**src/rtl/sast_pkg.sv**
```systemverilog
// sast_pkg: shared types and codes for the sorted address set table.
// Holds request/response payload structs, cell control structs and op/status codes.
// No dependencies.
package sast_pkg;

	localparam int ADDR_W  = 32;
	localparam int RANK_W  = 8;
	localparam int CNT_W   = 9;
	localparam int OP_W    = 3;
	localparam int ST_W    = 3;
	localparam int MAX_DEPTH = 256;

	localparam logic [OP_W-1:0] OP_INSERT   = 3'd0;
	localparam logic [OP_W-1:0] OP_FIND     = 3'd1;
	localparam logic [OP_W-1:0] OP_REMOVE   = 3'd2;
	localparam logic [OP_W-1:0] OP_READ     = 3'd3;
	localparam logic [OP_W-1:0] OP_REM_RANK = 3'd4;
	localparam logic [OP_W-1:0] OP_CLEAR    = 3'd5;

	localparam logic [ST_W-1:0] ST_OK       = 3'd0;
	localparam logic [ST_W-1:0] ST_DUP      = 3'd1;
	localparam logic [ST_W-1:0] ST_MISSING  = 3'd2;
	localparam logic [ST_W-1:0] ST_BAD_RANK = 3'd3;
	localparam logic [ST_W-1:0] ST_FULL     = 3'd4;

	typedef struct packed {
		logic [OP_W-1:0]   operation;
		logic [ADDR_W-1:0] address;
		logic [RANK_W-1:0] rank;
	} request_t;

	typedef struct packed {
		logic [ST_W-1:0]   status;
		logic [RANK_W-1:0] found_rank;
		logic [ADDR_W-1:0] address_out;
		logic [CNT_W-1:0]  entry_count;
	} response_t;

	// compare phase broadcast to every cell
	typedef struct packed {
		logic              en;
		logic              by_rank;
		logic [ADDR_W-1:0] key;
		logic [RANK_W-1:0] rank;
		logic [CNT_W-1:0]  count;
	} sast_cmp_t;

	// shift phase broadcast to every cell
	typedef struct packed {
		logic              en;
		logic              ins;
		logic              rem;
		logic [ADDR_W-1:0] key;
	} sast_shift_t;

endpackage

```
**src/rtl/sast_cell.sv**
```systemverilog
// sast_cell: one slot of the sorted row; compares against the broadcast key or rank
// and shifts left or right with its neighbors. Depends on sast_pkg.
module sast_cell
	import sast_pkg::*;
#(
	parameter int INDEX = 0
) (
	input  logic              clk,
	input  sast_cmp_t         cmp,
	input  sast_shift_t       shf,
	input  logic [ADDR_W-1:0] left_entry,
	input  logic              left_ge,
	input  logic [ADDR_W-1:0] right_entry,
	output logic [ADDR_W-1:0] entry,
	output logic              ge,
	output logic              eq,
	output logic              boundary
);

	logic [ADDR_W-1:0] entry_q;
	logic              ge_q;
	logic              eq_q;
	logic              valid;
	logic              ge_d;

	assign valid = CNT_W'(INDEX) < cmp.count;
	assign ge_d  = cmp.by_rank ? (RANK_W'(INDEX) >= cmp.rank)
	                           : !(valid && (entry_q < cmp.key));

	always_ff @(posedge clk) begin
		if (cmp.en) begin
			ge_q <= ge_d;
			eq_q <= valid && (entry_q == cmp.key);
		end
		if (shf.en && ge_q) begin
			if (shf.ins) begin
				entry_q <= left_ge ? left_entry : shf.key;
			end else if (shf.rem) begin
				entry_q <= right_entry;
			end
		end
	end

	assign entry    = entry_q;
	assign ge       = ge_q;
	assign eq       = eq_q;
	assign boundary = ge_q && !left_ge;

endmodule

```
**config.mk**
```make
export PLATFORM = sky130hd
export DESIGN_NAME = sast_cell
export DESIGN_NICKNAME = d
export VERILOG_FILES = /design/src/rtl/sast_pkg.sv /design/src/rtl/sast_cell.sv
export SDC_FILE = /design/constraint.sdc
export NUM_CORES = 1
export LEC_CHECK = 0
export BUFFER_PORTS_ARGS = -buffer_cell sky130_fd_sc_hd__buf_2
export CORE_MARGIN = 1.5
export CORE_UTILIZATION = 37
export DETAILED_ROUTE_END_ITERATION = 12
export PLACE_DENSITY = 0.74
export SLEW_MARGIN = 20
export SYNTH_ARGS = -nofsm -noshare
export SYNTH_HDL_FRONTEND = slang
export SYNTH_SLANG_ARGS = --single-unit
```
**constraint.sdc**
```tcl
create_clock -name clk -period 2.45 [get_ports clk]
set_clock_uncertainty 0.15 [all_clocks]
set_input_delay 0.6125 -clock clk [delete_from_list [all_inputs] [get_ports clk]]
set_output_delay 0.6125 -clock clk [all_outputs]
set_load 0.02 [all_outputs]
```
Word-level counts from Yosys, hierarchy flattened
Cells that the tools add are included.
- magnitude comparators: 3
- equality and inequality tests: 1
- mux-type cells: 4
- reduce and logical (&&, ||, !) cells: 8
- operators by type and width (kind ; number):
    $mux 32 ; 3
    $eq 32x32->1 ; 1
    $lt 32x32->1 ; 1
    $lt 1x9->1 const A ; 1
    $ge 1x8->1 const A ; 1
    $logic_and 1x1->1 ; 4
    $logic_not 1->1 ; 2
    $reduce_and 2->1 ; 1
    $reduce_bool 2->1 ; 1
    $mux 1 ; 1
- register bits after elaboration: 34
- bits of input ports: 152
- output and inout bits: 35
- word-level logic and storage cells: 19

Longest topological paths before layout
- word-level depth: 4
- depth in mapped cells: 7
- depth with buffers taken out: 7

Worst setup path before layout
OpenSTA, ideal clock, no wires.
- path type: in2reg
- start point: in cmp[48] (netlist name)
- end point: reg ge_q (netlist: ge), data pin
- setup time: 0.148 ns
- data arrival time: 2.208 ns
- required time: 2.152 ns
- setup slack: -0.057 ns
- cell stages on the path: 7
- buffers on the path: 0
- cells stage by stage: inv_1 ha_1 nand4_1 or3_1 or4_4 a31oi_1 a2bb2oi_1
- word-level cells in the longest chain between the ends: 4
- RTL lines (item ; line ; text):
    from (decl) ; sast_cell.sv:9 ; input sast_cmp_t cmp,
    $lt 32x32->1 ; sast_cell.sv:28 ; : !(valid && (entry_q < cmp.key));
    $logic_and 1x1->1 ; sast_cell.sv:28 ;
    $logic_not 1->1 ; sast_cell.sv:28 ;
    $mux 1 ; sast_cell.sv:27 ; assign ge_d = cmp.by_rank ? (RANK_W'(INDEX) >= cmp.rank)
    net ge_d ; sast_cell.sv:24 ; logic ge_d;
    to (signal assigned) ; sast_cell.sv:32 ; ge_q <= ge_d;
    to (decl) ; sast_cell.sv:21 ; logic ge_q;
The timed path passes the listed nets, and every way through them passes these cells.
A chain may end at the register's enable or synchronous reset.

Final worst setup path
- start point: reg entry_q[30] (netlist: entry[30])
- end point: reg ge_q (netlist: ge), data pin
- word-level cells in the longest chain between the ends: 4
- RTL lines (item ; line ; text):
    from (decl) ; sast_cell.sv:20 ; logic [ADDR_W-1:0] entry_q;
    from (signal assigned) ; sast_cell.sv:37 ; entry_q <= left_ge ? left_entry : shf.key;
    from (signal assigned) ; sast_cell.sv:39 ; entry_q <= right_entry;
    $lt 32x32->1 ; sast_cell.sv:28 ;
    $logic_and 1x1->1 ; sast_cell.sv:28 ;
    $logic_not 1->1 ; sast_cell.sv:28 ;
    $mux 1 ; sast_cell.sv:27 ;
    net ge_d ; sast_cell.sv:24 ;
The timed path passes the listed nets, and every way through them passes these cells.

==> summary.txt <==
Setup path
  • Crit. End Element: register
  • CP Data Required Time: 2420 ps
  • Worst EP arrival: 2370 ps
  • Critical Path Start Type: register
  • CP Cell Sequence: ha_1 > nand4_1 > or3_4 > or4_4 > a31oi_1 > a2bb2oi_1
  • Reg2Reg Setup Slack: 50 ps
  • CP max stage cell: or4_4
  • Cell family with most CP delay: simple AND/OR/NAND/NOR gates
  • Largest stage delay on the critical path: 550 ps
  • Sum of buffers and inverters on the critical path: 0
  • Worst-path maximum fanout: 2
  • Setup Crit Path Kind: reg -> reg

CTS
  • Clk buf depth: 2
  • Hold_buf cts: 0
  • # H-tree levels: 2
  • Clock-pin slew on the worst setup and hold paths: 70 ps
  • Root buffer cell: clkbuf_8
  • Total CTS buffers: 5
  • CTS tree: built
  • Worst skew pair latency: 280 ps
  • Clk sinks: 34

Yosys
  • Yosys cell types: 28
  • Synth Flop Type: edfxtp_1
  • Most common cell in the netlist: a21oi_1
  • Yosys top cell area share: 40.3%
  • Synth area leader: edfxtp_1
  • Cell area after synthesis: 2530 sq um
  • Top post-synthesis cells by count: a21oi_1, edfxtp_1, inv_1, nor2_1
  • Mapped Cells: 265
  • FF+latch count, synth: 34
  • Area contributors post-synth: edfxtp_1, ha_1, mux2i_1
  • Post-synthesis sequential area ratio: 40.3%
  • Syn nets: 449
  • Post-synth EDFFs: 34
  • Synth warn: 0
  • Syn Area/Cell: 9.56 sq um
  • Share of flip-flops with an asynchronous set or reset: 0%

Timing
  • Worst slew pin tran: 449 ps
  • Final Cycle Share: 98.0%
  • Final setup vio count: 0
  • Slew HR: 70.1%
  • Final worst path period need: 2400 ps
  • RSZ-0062 raised after global routing: yes
  • Max Freq: 0.417 GHz
  • Hold Vio Cnt, Final: 0
  • Max-slew violation count: 0

Die
  • Die width: 85.8 um
  • Core Box Area: 6490 sq um
  • Die height: 85.8 um
  • Initial Utilization: 39.0%
  • IO Pins: 187
  • Die ar.: 7350 sq um
  • Rows: 29

Global routing
  • GRT overflow: 0
  • GRT Util Overall: 20.4%
  • Largest net degree at the start of global routing: 43
  • Initial antenna violation count: 0
  • Global-route wire length before repair: 11700 um
  • Vias in the first global route: 2698

Layout
  • Nets@finish: 639
  • Area growth from synthesis to layout: 44.7%
  • Non-filler instance count after layout: 531
  • Layout cell share with drive strength beyond 1: 45.2%
  • Number of diodes: 0

Outcome
  • Status: finished clean

Route
  • Vias per cell: 5.02
  • 1st-iter DRT viols: 79
  • # DRC: 0
  • Routed via count: 2668
  • Router iterations before antenna repair: 4
  • Post-route ant nets: 0
  • Routed WL: 7510 um
  • Wire per inst: 14.1 um

Run
  • Maxcap violations: 0

Placement
  • Gpl congestion: 0.864
  • Post-DP HPWL: 6240 um
  • Port Buffers: 186
  • DP Cell Count: 523

Pwr
  • Pwr dens: 404 nW/um^2
  • Peak supply drop: 181 uV
  • Leak Pwr: 1.94 nW
  • Power Total: 1.48 mW

Min path
  • Hold crit path type: in -> reg
## sequential cells by signal (all words and copies together), names as in the netlist
name,cells
ge,1
eq,1
entry,32
## layout make-up
type	instances	area, sq um
Sequential cell	34	1020
Inverter	33	124
Clock buffer	5	68.8
Clock inverter	1	3.75
Multi-Input combinational cell	187	1360
Tap cell	77	96.3
Timing Repair Buffer	194	991
Fill cell	598	2830
## power by group
part | internal [mW] | total, mW | switching (mW)
clock network | 0.185 | 0.383 | 0.198
registers | 0.678 | 0.692 | 0.0139
logic | 0.200 | 0.407 | 0.207
## cells by family (layout without fill, tap and decap cells)
kind of cell / count (synthesis) / after routing / share of synthesized area (%)
flip-flops: 34 / 34 / 40.3
AO/OA/AOI/OAI: 61 / 61 / 12.8
buffers and inverters: 44 / 233 / 6.62
adder cells (fa/ha/maj): 32 / 32 / 15.8
multiplexers: 32 / 32 / 12.6
AND/OR/NAND/NOR: 62 / 62 / 11.8
## per-stage QoR
step | setup TNS, ps | worst slack [ps] | cell area [sq um] | hold slack (ps) | utilization [%]
global placement | -206 | -133 | 3560 | 691 | 54.8
finish | 0 | 49.3 | 3670 | 409 | 56.5
CTS | 0 | 45.6 | 3630 | 394 | 56.0
detailed placement | -434 | -241 | 3560 | 690 | 54.8
floorplan | 0 | 4.93 | 2530 | 575 | -
global route | -17.1 | -17.1 | 3670 | 399 | 56.5
## layout by cell type (no fill, tap or decap), drive strengths merged, types with 3 or more instances in the layout
master	count
mux2i	32
o21ai	7
a21oi	47
nand2	9
and4	3
edfxtp	34
ha	32
nor4	5
inv	33
buf	194
nand4	3
clkbuf	5
nor2	33
## layer usage
layer  global-route usage [%]  wire length [um]
met1                     22.6              3080
met2                     37.4              3740
met3                     4.81               449
met4                     8.65               236
met5                        0                 0
## path summary, 6_finish.rpt
path,startpoint,endpoint,cells past startpoint
worst max-delay path,entry[30]$_DFFE_PP_,ge$_DFFE_PP_,6
worst min-delay path,cmp[50],ge$_DFFE_PP_,1
worst max register to register,entry[30]$_DFFE_PP_,ge$_DFFE_PP_,6
worst min register to register,entry[1]$_DFFE_PP_,eq$_DFFE_PP_,3
## worst reg2reg max path, delay by kind of cell, from the launching register on
family | cells | cell delay, ps
AOI/OAI and AO/OA | 2 | 350
adders and majority gates | 1 | 310
DFF | 1 | 420
and+or+nand+nor | 3 | 1010
## timing repair
| item | 4_1_cts | 5_1_grt |
|---|---|---|
| setup endpoints to repair | 0 | 2 |
| hold endpoints to repair | 0 | 0 |
| resized for setup | 0 | 3 |
| setup buffers | 0 | 2 |
Power figures use the tool's default switching activity.
